File: src/grd_pkg.sv
// shared types, widths and register codes for the gamepad radial deadzone shaper
`default_nettype none
package grd_pkg;

    localparam int AXIS_W    = 16;
    localparam int STICKS    = 2;
    localparam int AXES      = 4;
    localparam int OUT_LANES = 5;
    localparam int DZ_W      = 15;
    localparam int SQ_W      = 32;
    localparam int ROOT_W    = 24;
    localparam int RAD_W     = 2 * ROOT_W;
    localparam int REM_W     = ROOT_W + 4;
    localparam int QUO_W     = 17;
    localparam int NDIV_W    = DZ_W;
    localparam int ODIV_W    = ROOT_W;
    localparam int AXIS_FULL = 32767;

    localparam logic [ROOT_W-1:0] CLIP_ROOT = ROOT_W'(AXIS_FULL * 256);

    typedef enum logic [1:0] {
        CFG_SOURCE_MODE,
        CFG_LEFT_DZ,
        CFG_RIGHT_DZ,
        CFG_TRIG_THR
    } t_cfg_idx;

    typedef struct packed {
        logic [AXIS_W-1:0] left_x;
        logic [AXIS_W-1:0] left_y;
        logic [AXIS_W-1:0] right_x;
        logic [AXIS_W-1:0] right_y;
        logic [AXIS_W-1:0] trigger_neg;
        logic [AXIS_W-1:0] trigger_pos;
    } t_in;

    typedef struct packed {
        logic signed [AXIS_W-1:0] left_x_out;
        logic signed [AXIS_W-1:0] left_y_out;
        logic signed [AXIS_W-1:0] right_x_out;
        logic signed [AXIS_W-1:0] right_y_out;
        logic signed [AXIS_W-1:0] trigger_out;
    } t_out;

    // per-item flags and magnitudes that ride along the root chain
    typedef struct packed {
        logic [STICKS-1:0]             zero;
        logic [AXES-1:0]               neg;
        logic [AXES-1:0][AXIS_W-1:0]   mag;
        logic                          trig_neg;
        logic                          trig_zero;
        logic [AXIS_W-1:0]             trig_mag;
        logic [AXIS_W-1:0]             trig_den;
    } t_side_a;

    typedef struct packed {
        t_side_a                       a;
        logic [STICKS-1:0][ROOT_W-1:0] root;
    } t_side_b;

    typedef struct packed {
        logic [STICKS-1:0] zero;
        logic [AXES-1:0]   neg;
        logic              trig_neg;
        logic              trig_zero;
    } t_side_c;

endpackage
`default_nettype wire

File: src/grd_div_cell.sv
// one restoring division step, one quotient bit per cell
`default_nettype none
module grd_div_cell #(
    parameter int LANES = grd_pkg::STICKS,
    parameter int DVW   = grd_pkg::NDIV_W,
    parameter int QW    = grd_pkg::QUO_W,
    parameter int SW    = 1
) (
    input  wire logic                      i_clk,
    input  wire logic                      i_rst_n,
    input  wire logic                      i_valid,
    output logic                           o_take,
    input  wire logic                      i_adv,
    output logic                           o_valid,
    input  wire logic [LANES-1:0][DVW-1:0] i_rem,
    input  wire logic [LANES-1:0][QW-1:0]  i_acc,
    input  wire logic [LANES-1:0][DVW-1:0] i_div,
    input  wire logic [SW-1:0]             i_side,
    output logic [LANES-1:0][DVW-1:0]      o_rem,
    output logic [LANES-1:0][QW-1:0]       o_acc,
    output logic [LANES-1:0][DVW-1:0]      o_div,
    output logic [SW-1:0]                  o_side
);

    logic                         r_valid;
    logic [LANES-1:0][DVW-1:0]    r_rem, n_rem;
    logic [LANES-1:0][QW-1:0]     r_acc, n_acc;
    logic [LANES-1:0][DVW-1:0]    r_div;
    logic [SW-1:0]                r_side;

    assign o_take = !r_valid || i_adv;

    // acc holds the dividend bits still to come and collects quotient bits behind them
    always_comb begin
        logic [DVW:0] ext;
        logic [DVW:0] dsr;
        logic         ge;
        for (int l = 0; l < LANES; l++) begin
            ext = {i_rem[l], i_acc[l][QW-1]};
            dsr = {1'b0, i_div[l]};
            ge  = (ext >= dsr);
            n_rem[l] = ge ? DVW'(ext - dsr) : ext[DVW-1:0];
            n_acc[l] = {i_acc[l][QW-2:0], ge};
        end
    end

    always_ff @(posedge i_clk) begin
        if (!i_rst_n) begin
            r_valid <= 1'b0;
        end else if (o_take) begin
            r_valid <= i_valid;
        end
    end

    always_ff @(posedge i_clk) begin
        if (o_take && i_valid) begin
            r_rem  <= n_rem;
            r_acc  <= n_acc;
            r_div  <= i_div;
            r_side <= i_side;
        end
    end

    assign o_valid = r_valid;
    assign o_rem   = r_rem;
    assign o_acc   = r_acc;
    assign o_div   = r_div;
    assign o_side  = r_side;

endmodule
`default_nettype wire

File: config.mk
export PLATFORM = sky130hd
export DESIGN_NAME = grd_div_cell
export DESIGN_NICKNAME = d
export VERILOG_FILES = /design/src/grd_pkg.sv /design/src/grd_div_cell.sv
export SDC_FILE = /design/constraint.sdc
export NUM_CORES = 1
export LEC_CHECK = 0
export ABC_CLOCK_PERIOD_IN_PS = 3300
export CAP_MARGIN = 20
export CORE_AREA = 2 2 108 162
export DETAILED_ROUTE_END_ITERATION = 12
export DIE_AREA = 0 0 110 164
export DONT_BUFFER_PORTS = 1
export MAX_ROUTING_LAYER = met4
export SETUP_SLACK_MARGIN = 0.05
export SLEW_MARGIN = 30
export SYNTH_ARGS = -nofsm -noshare
export SYNTH_HDL_FRONTEND = slang
export SYNTH_SLANG_ARGS = --single-unit
File: constraint.sdc
create_clock -name i_clk -period 3.3 [get_ports i_clk]
set_input_delay 0.66 -clock i_clk [delete_from_list [all_inputs] [get_ports i_clk]]
set_output_delay 0.66 -clock i_clk [all_outputs]
set_load 0.1 [all_outputs]
==> metrics.txt <==
outcome finished, final reports clean; post-route ant nets 0; clk_lat worst skew 0.34 ns; area grow syn2layout 12.82%; IR drop worst, VDD 0.2989 mV; first-pass GRT wire length 17880 µm; post-synth top area share 58.46%; die width 110 µm; Syn Area/Cell 12.77 µm²; CP Class primary input to flip-flop; top-level port count 196; hold path endpoint o_acc[8]; Seq/Total Area, Yosys 58.87%; Post-Route WL 12120 µm; final setup skew 0.005792 ns; RD Place Congestion 0.8409; Power Density 692.0 nW/µm²; Initial Util 29.36%; Final Cycle Share 78.72%; CTS tree done; Port-buffer cells 0; RSZ-0062 raised after global routing false; WL/cell 19.77 µm; Hold/Removal Path Class primary input to flip-flop; Synth Instances 382; CTS buffer count 9; antenna violations before repair 0; worst-margin pin slew 0.9783 ns; leak pwr 2.098 nW; die footprint 18040 µm²; synthesis-stage register bit count 96; clock-pin slew on the worst setup and hold paths 0.07 ns; largest net degree at the start of global routing 60; reg2reg path depth 4; share of post-route cells with drive strength above 1 13.15%; final setup vio count 0; post-CTS setup repair buffer count 0; worst r2r src o_valid; warning count from the yosys run 0; final setup margin 0.7023 ns; Final nets 529; Post-synth ARST share 0%; total gr overflow 0; FMAX 385.0 MHz; TritonRoute pass-1 iters 7; Synth area leader edfxtp_1; Via density 4.958; vias in the first global route 3280; antenna cells 0; mapped cell area 4880 µm²; Reg2Reg Setup Slack 1.41 ns; Fin Setup TNS 0 ns; Worst Hold Launch i_acc[7]; Hold Path Depth 0; DP Worst Slack 0.3232 ns; library cells used by synthesis 49; Slew HR 34.92%; all-layer global routing usage 13.70%; clock sink total 96; critical path startpoint category primary input; Clock Path Buffers 2; final worst path period need 2.598 ns; Crit Path Max Fanout 11; Iter 0 DRT Violations 146; worst r2r dst o_div[26]; Main synth FF type edfxtp_1; WHS 0.4044 ns; # rows 58; Post-synth EDFFs 95; htree depth 3; Synth area leaders edfxtp_1 58%, ha_1 7.7%, a21oi_1 3.3%; maxcap violations 0; # DRC 0; Hold-fix buffers, CTS 0; CP required 3.40 ns; Root Buffer clkbuf_16; HPWL reported at the end of detailed placement 9645 µm; Die Height 164 µm; PostCTS Resize Cnt 0; Hold Fails Final Rpt 0; Slew Viols, Final 0; Worst setup EP type flip-flop; Mapped Nets 513; data arrival time of the worst path 2.70 ns; core area 16620 µm²; detailed-route via count 3039
[flip-flops by register name, summed over array words and instances (netlist names)]
name,cells
o_rem,30
o_div,30
o_acc,34
o_valid,1
o_side,1
[report_power, final]
group          switching, mW  internal [mW]  total (mW)  leakage, nW
Combinational          0.268          0.204       0.472         1.01
Clock                  0.479          0.674        1.15        0.161
Sequential             0.707           1.48        2.18        0.924
Total                   1.45           2.36        3.81         2.10
[cell families after synthesis]
kind of cell / Yosys count / share of synthesized area, %
AOI/OAI and AO/OA: 92 / 12.95
xor gates and xnor gates: 18 / 3.231
adders and majority gates: 32 / 8.513
buffers and inverters: 46 / 4.385
DFF: 96 / 58.87
muxes: 14 / 3.615
and+or+nand+nor: 84 / 8.436
[cell usage in the layout (no fill, tap or decap), types with 3 or more instances in the layout]
cell,n
a211oi_1,3
a21o_1,5
a21oi_1,32
a31oi_1,3
and2_1,3
buf_4,11
clkbuf_16,9
edfxtp_1,95
ha_1,30
inv_1,39
inv_6,4
mux2_2,9
mux2_4,5
nand2_1,13
nand2b_1,8
nand4_1,7
nor2_1,30
nor3_1,7
o2111ai_1,4
o211ai_1,4
o21a_1,7
o21ai_0,14
or3_1,5
xnor2_1,9
xor2_1,9
[per-layer routing]
layer  up-vias  share of wire (%)  wire [µm]  track usage, %
li1       1445                  -          -               -
met1      1447                 33       4027           12.45
met2       136                 57       6930           26.24
met3        11                8.4       1016           4.802
met4         0                1.2        143           3.625
met5         -                  0          0               -
[cell type report]
type / count / area [µm²]
sequential: 96 / 2873
tap: 210 / 262.8
clock inverter: 7 / 100.1
inverter: 39 / 146.4
clock buffer: 9 / 225.2
fill: 1630 / 11110
timing repair buffer: 12 / 102.6
multi-input combinational: 240 / 1795
[critical path, cell delays in order]
cell       delay [ns]
inv_1            0.02
ha_1             0.21
fa_1             0.40
nand2b_1         0.18
a21oi_1          0.18
o2111ai_1        0.17
a21oi_2          0.18
or2_1            0.13
buf_4            0.21
mux2_2           0.35
[metrics by stage]
step,cell area [µm²],total power [mW],utilization [%],std cells
detailed placement,5180,2.686,31.17,597
finish,5505,3.809,33.13,613
CTS,5505,3.849,33.13,613
global placement,5180,2.674,31.17,597
floorplan,4882,2.565,-,382
global route,5505,3.969,33.13,613
[cell usage after synthesis (all sizes together) (2+ instances only)]
cell type and count:
o2111ai 4, buf 6, a21o 5, and2 4
o211ai 4, nor3 7, a21oi 35, xor2 9
nand4 7, nand2 14, nor3b 2, nand3b 2
a211oi 3, xnor2 9, inv 39, nand2b 8
o21a 7, edfxtp 95, or2 2, o21ai 15
nor2 30, o2111a 2, a21boi 2, o31a 2
fa 2, ha 30, or3 5, mux2 14
a31oi 3, a31o 2, nand3 2, o31ai 2
[worst max path at each step]
stage | from | to | depth (start not counted)
2_1_floorplan | i_acc[16] | o_rem[10] | 11
3_3_place_gp | i_acc[16] | o_rem[3] | 10
3_5_place_dp | i_acc[16] | o_rem[4] | 10
4_1_cts | i_acc[16] | o_rem[4] | 10
5_1_grt | i_acc[16] | o_rem[2] | 10
6_report | i_acc[16] | o_rem[3] | 10
No activity file was read; power rests on OpenSTA's default activity.
