<file path="config.mk">
export PLATFORM = sky130hd
export DESIGN_NAME = grd_root_cell
export DESIGN_NICKNAME = d
export VERILOG_FILES = /design/src/grd_pkg.sv /design/src/grd_root_cell.sv
export SDC_FILE = /design/constraint.sdc
export NUM_CORES = 1
export LEC_CHECK = 0
export BUFFER_PORTS_ARGS = -buffer_cell sky130_fd_sc_hd__clkbuf_2
export CAP_MARGIN = 20
export CORE_AREA = 4 4 156 158
export CTS_CLUSTER_DIAMETER = 100
export DETAILED_ROUTE_END_ITERATION = 16
export DIE_AREA = 0 0 160 162
export PLACE_DENSITY = 0.72
export SLEW_MARGIN = 20
export SYNTH_ARGS = -nofsm -noshare
export SYNTH_HDL_FRONTEND = slang
export SYNTH_SLANG_ARGS = --single-unit
</file>
<file path="constraint.sdc">
create_clock -name i_clk -period 8 [get_ports i_clk]
set_clock_uncertainty 0.05 [all_clocks]
set_input_delay 0.4 -clock i_clk [delete_from_list [all_inputs] [get_ports i_clk]]
set_output_delay 0.4 -clock i_clk [all_outputs]
set_load 0.02 [all_outputs]
</file>
<file path="src/grd_pkg.sv">
// shared types, widths and register codes for the gamepad radial deadzone shaper
`default_nettype none
package grd_pkg;

    localparam int AXIS_W    = 16;
    localparam int STICKS    = 2;
    localparam int AXES      = 4;
    localparam int OUT_LANES = 5;
    localparam int DZ_W      = 15;
    localparam int SQ_W      = 32;
    localparam int ROOT_W    = 24;
    localparam int RAD_W     = 2 * ROOT_W;
    localparam int REM_W     = ROOT_W + 4;
    localparam int QUO_W     = 17;
    localparam int NDIV_W    = DZ_W;
    localparam int ODIV_W    = ROOT_W;
    localparam int AXIS_FULL = 32767;

    localparam logic [ROOT_W-1:0] CLIP_ROOT = ROOT_W'(AXIS_FULL * 256);

    typedef enum logic [1:0] {
        CFG_SOURCE_MODE,
        CFG_LEFT_DZ,
        CFG_RIGHT_DZ,
        CFG_TRIG_THR
    } t_cfg_idx;

    typedef struct packed {
        logic [AXIS_W-1:0] left_x;
        logic [AXIS_W-1:0] left_y;
        logic [AXIS_W-1:0] right_x;
        logic [AXIS_W-1:0] right_y;
        logic [AXIS_W-1:0] trigger_neg;
        logic [AXIS_W-1:0] trigger_pos;
    } t_in;

    typedef struct packed {
        logic signed [AXIS_W-1:0] left_x_out;
        logic signed [AXIS_W-1:0] left_y_out;
        logic signed [AXIS_W-1:0] right_x_out;
        logic signed [AXIS_W-1:0] right_y_out;
        logic signed [AXIS_W-1:0] trigger_out;
    } t_out;

    // per-item flags and magnitudes that ride along the root chain
    typedef struct packed {
        logic [STICKS-1:0]             zero;
        logic [AXES-1:0]               neg;
        logic [AXES-1:0][AXIS_W-1:0]   mag;
        logic                          trig_neg;
        logic                          trig_zero;
        logic [AXIS_W-1:0]             trig_mag;
        logic [AXIS_W-1:0]             trig_den;
    } t_side_a;

    typedef struct packed {
        t_side_a                       a;
        logic [STICKS-1:0][ROOT_W-1:0] root;
    } t_side_b;

    typedef struct packed {
        logic [STICKS-1:0] zero;
        logic [AXES-1:0]   neg;
        logic              trig_neg;
        logic              trig_zero;
    } t_side_c;

endpackage
`default_nettype wire

</file>
<file path="src/grd_root_cell.sv">
// one digit step of the square root chain, one bit of root per cell
`default_nettype none
module grd_root_cell #(
    parameter int LANES = grd_pkg::STICKS,
    parameter int SW    = 1
) (
    input  wire logic                                   i_clk,
    input  wire logic                                   i_rst_n,
    input  wire logic                                   i_valid,
    output logic                                        o_take,
    input  wire logic                                   i_adv,
    output logic                                        o_valid,
    input  wire logic [LANES-1:0][grd_pkg::REM_W-1:0]   i_rem,
    input  wire logic [LANES-1:0][grd_pkg::ROOT_W-1:0]  i_root,
    input  wire logic [LANES-1:0][grd_pkg::RAD_W-1:0]   i_bits,
    input  wire logic [SW-1:0]                          i_side,
    output logic [LANES-1:0][grd_pkg::REM_W-1:0]        o_rem,
    output logic [LANES-1:0][grd_pkg::ROOT_W-1:0]       o_root,
    output logic [LANES-1:0][grd_pkg::RAD_W-1:0]        o_bits,
    output logic [SW-1:0]                               o_side
);

    logic                                      r_valid;
    logic [LANES-1:0][grd_pkg::REM_W-1:0]      r_rem,  n_rem;
    logic [LANES-1:0][grd_pkg::ROOT_W-1:0]     r_root, n_root;
    logic [LANES-1:0][grd_pkg::RAD_W-1:0]      r_bits, n_bits;
    logic [SW-1:0]                             r_side;

    assign o_take = !r_valid || i_adv;

    always_comb begin
        logic [grd_pkg::REM_W-1:0] ext;
        logic [grd_pkg::REM_W-1:0] trial;
        logic                      ge;
        for (int l = 0; l < LANES; l++) begin
            ext   = {i_rem[l][grd_pkg::REM_W-3:0], i_bits[l][grd_pkg::RAD_W-1 -: 2]};
            trial = {{(grd_pkg::REM_W-grd_pkg::ROOT_W-2){1'b0}}, i_root[l], 2'b01};
            ge    = (ext >= trial);
            n_rem[l]  = ge ? (ext - trial) : ext;
            n_root[l] = {i_root[l][grd_pkg::ROOT_W-2:0], ge};
            n_bits[l] = {i_bits[l][grd_pkg::RAD_W-3:0], 2'b00};
        end
    end

    always_ff @(posedge i_clk) begin
        if (!i_rst_n) begin
            r_valid <= 1'b0;
        end else if (o_take) begin
            r_valid <= i_valid;
        end
    end

    always_ff @(posedge i_clk) begin
        if (o_take && i_valid) begin
            r_rem  <= n_rem;
            r_root <= n_root;
            r_bits <= n_bits;
            r_side <= i_side;
        end
    end

    assign o_valid = r_valid;
    assign o_rem   = r_rem;
    assign o_root  = r_root;
    assign o_bits  = r_bits;
    assign o_side  = r_side;

endmodule
`default_nettype wire

</file>
==> results.txt <==
The run finished with clean final reports. The share of power burned in combinational logic came out at 21.2%. Summed over all nets, wire length on met3 after detailed routing comes to 2098 um.

The achievable frequency came out at 314.4 MHz. The number of global-route vias before repair is 7498. The number of antenna violations at the first check in global routing came out at 1. The leakage component of the power is 5.599 nW. The number of H-tree branching levels is 4. The maximum buffer depth of the clock tree came out at 2. Dividing the detail-routed wire length by the instance count gives 18.06 um. The number of DRC markers in iteration 0 is 682.

After detailed routing, the number of vias per cell comes to 5.173. In this run the biggest area consumer among cell types represents 61.44% of the synthesized area. The kind of end point of the critical path is a flop. The number of primary I/O pins came out at 408. The number of core rows is 56. The max-cap check violation count came out at 0. The required time at the worst-slack endpoint is 8.13 ns. The flip-flop and latch count after synthesis is 198.

During synthesis, Yosys emitted a total of 0 warnings. The vertical die dimension is 162 um. The maximum ir drop on the vdd rail is 0.1188 mV. A synthesized cell averages 12.26 um2. The clock tree from TritonCTS is built. Leaving out fill and tap cells, the most frequent cell in the layout is sky130_fd_sc_hd__clkbuf_2. The kind of start point of the critical path is an input pin. The final net count is 1441.

The initial utilization of the core area, before any placement, comes to 41.64%. For this run, the leading register cell type out of synthesis is sky130_fd_sc_hd__edfxtp_1. The min-delay analysis places its worst path in the category input pin to flop. The later pin in the worst-skew pair is clocked with a latency of 0.43 ns. The overall global routing resource usage is 19.91%. The placement-stage worst setup slack came out at 4.339 ns. The count of distinct cell types in the synthesized netlist is 62. Setup slack closes at 4.819 ns. The sequential fraction of design power is 46.6%. After legalization and detailed placement, the total HPWL measured 21130 um.

The first-pass detailed-route iteration total came out at 5. The power share of the clock group is 32.1%. The sum of overflow across all layers after global routing came out at 0. The count of hold-fix buffers inserted at cts is 0. The DRC violations left is 0. The final critical path takes up 39.76% of the cycle. The count of input and output buffers is 399. The number of hold violations in the final report came to 0. The number of gates resized after CTS came out at 0.

The netlist area before placement is 9628 um2. The number of cells in the design after placement is 1455. For the worst setup path, the data arrival time is 3.31 ns. The detailed router used layers up to and including met4. The met2 routed wirelength came out at 13490 um.

By area the synthesized netlist is led by sky130_fd_sc_hd__edfxtp_1 61%, sky130_fd_sc_hd__ha_1 6.8%, sky130_fd_sc_hd__a21oi_1 3.3%. The switching power summed over all nets is 836.0 uW. CTS placed an instance of sky130_fd_sc_hd__clkbuf_16 at the clock tree root. Net switching is 30.73% of the power. Relative to the synthesized area, the layout overhead comes to 30.11%. The fill cell total of the finished layout came out at 2046. Setup repair after global routing left no endpoint under its margin.

The routability congestion estimate from global placement is 0.8523. After clock tree synthesis, the clock-pin slew on the worst setup and hold paths is 0.09 ns. The wire length of the first global-routing pass is 40690 um. In the final timing run, aggregate negative setup slack is 0 ns. The die span in x came out at 160 um. The number of max-slew violations in the final report came out at 0. The largest fanout on the critical path is 30. Excluding fillers, the count of instances in the completed layout stands at 1488.

The number of flops mapped to enable cells by yosys is 197. The total wirelength of the detailed-routed design is 26880 um. The number of failing setup endpoints in the final timing report came out at 0. In the final layout, the share of cells above drive strength 1 is 37.34%.

The post-synthesis instance total came out at 785. The routed length on met1 came out at 10480 um. For this run, asynchronously set or reset flops after synthesis account for 0%. Dividing total power by cell area gives a power density of 217.2 nW/um2. The post-CTS setup repair buffer count came out at 0. The number of vias after detailed routing is 7698.

The area enclosed by the die boundary is 25920 um2. The transition time at the pin with the least slew margin is 0.7067 ns. The critical path is of the input pin to flop type. The TritonCTS sink count is 198.

The fraction of the yosys area taken by sequential cells came out at 61.65%. Total power for the finished layout comes to 2.721 mW. The top cell type by total area after synthesis is sky130_fd_sc_hd__edfxtp_1. Entering global routing, the biggest net connects 54 pins. The worst max-slew margin expressed relative to the limit is 52.27%. The final antenna-violating net count came out at 0. In the layout the commonest cells are 399 x sky130_fd_sc_hd__clkbuf_2, 197 x sky130_fd_sc_hd__edfxtp_1, 64 x sky130_fd_sc_hd__inv_1. TritonCTS created 17 clock buffers. The core region area came out at 23120 um2.

The internal portion of total power came out at 1.885 mW. The clock period minus final worst setup slack is 3.181 ns.
stage by stage:
| step | cell area, um2 | hold slack, ns | util, % |
|---|---|---|---|
| 6_report | 12530 | 0.08506 | 54.18 |
| 4_1_cts | 12520 | 0.06404 | 54.17 |
| 5_1_grt | 12530 | 0.05571 | 54.18 |
| 3_3_place_gp | 11920 | 0.4749 | 51.54 |
| 2_1_floorplan | 9639 | 0.4489 | - |
| 3_5_place_dp | 11920 | 0.5022 | 51.54 |
state kept, by name, indices dropped and copies added, names as in the netlist:
name     count
o_valid      1
o_bits      92
o_side       1
o_rem       56
o_root      48
final cells by class:
| cell class | instances | area (um2) | share of cell area [%] |
|---|---|---|---|
| Multi-Input combinational cell | 498 | 3341 | 26.67 |
| Sequential cell | 198 | 5936 | 47.38 |
| Clock inverter | 15 | 181.4 | 1.448 |
| Timing Repair Buffer | 404 | 2034 | 16.24 |
| Antenna cell | 1 | 2.502 | 0.01998 |
| Clock buffer | 17 | 425.4 | 3.396 |
| Inverter | 65 | 244.0 | 1.948 |
| Tap cell | 290 | 362.8 | 2.897 |
cell families (layout without fill, tap and decap cells):
kind of cell	after synthesis	in the layout	share of synthesized area [%]
mux	9	9	1.053
flops	198	198	61.65
fa+ha+maj	52	52	6.758
compound gates	198	198	13.02
xor+xnor	48	48	4.366
simple gates	187	187	9.318
buf+inv	92	501	3.795
other cells	1	5	0.03895
path summary, 6_finish.rpt:
| kind | start | slack [ns] | cells past startpoint | end |
|---|---|---|---|---|
| worst max-delay path | i_root[3] | 4.82 | 12 | o_rem[27] |
| worst min-delay path | i_bits[44] | 0.09 | 1 | o_bits[46] |
| worst max register to register | o_valid | 5.23 | 4 | o_bits[64] |
| worst min register to register | o_valid | 0.51 | 2 | o_valid |
synthesized netlist by cell type (8+ instances only):
cell	n
sky130_fd_sc_hd__clkbuf_1	18
sky130_fd_sc_hd__a31oi_1	9
sky130_fd_sc_hd__xnor2_1	24
sky130_fd_sc_hd__a21o_1	18
sky130_fd_sc_hd__o21ai_0	23
sky130_fd_sc_hd__inv_1	64
sky130_fd_sc_hd__mux2_1	8
sky130_fd_sc_hd__edfxtp_1	197
sky130_fd_sc_hd__nand4_1	10
sky130_fd_sc_hd__a21oi_1	63
sky130_fd_sc_hd__xor2_1	24
sky130_fd_sc_hd__ha_1	52
sky130_fd_sc_hd__nor3_1	9
sky130_fd_sc_hd__nor2_1	52
sky130_fd_sc_hd__o21ai_1	31
sky130_fd_sc_hd__nand3_1	16
sky130_fd_sc_hd__nand2_1	60
power by group through the flow:
stage,clock (mW),combinational (mW),sequential (mW)
3_3_place_gp,0,0.567,1.29
2_1_floorplan,0,0.264,1.41
6_report,0.874,0.578,1.27
5_1_grt,0.947,0.629,1.28
3_5_place_dp,0,0.575,1.29
4_1_cts,0.895,0.579,1.27
metal layers:
metal / vias to the layer above / track usage [%]
li1: 3693 / -
met1: 3620 / 23.77
met2: 341 / 34.39
met3: 44 / 5.785
met4: 0 / 7.352
met5: - / 0
critical path, cell delays in order:
cell and delay, ns:
sky130_fd_sc_hd__clkbuf_2 0.09, sky130_fd_sc_hd__inv_1 0.04, sky130_fd_sc_hd__ha_1 0.34, sky130_fd_sc_hd__a21o_1 0.22, sky130_fd_sc_hd__or3_4 0.34, sky130_fd_sc_hd__o21ai_1 0.27
sky130_fd_sc_hd__nor2_1 0.11, sky130_fd_sc_hd__a21o_1 0.22, sky130_fd_sc_hd__a31oi_4 0.55, sky130_fd_sc_hd__buf_4 0.44, sky130_fd_sc_hd__nor3_1 0.13, sky130_fd_sc_hd__xor2_1 0.15
No activity file was read; power rests on OpenSTA's default activity.
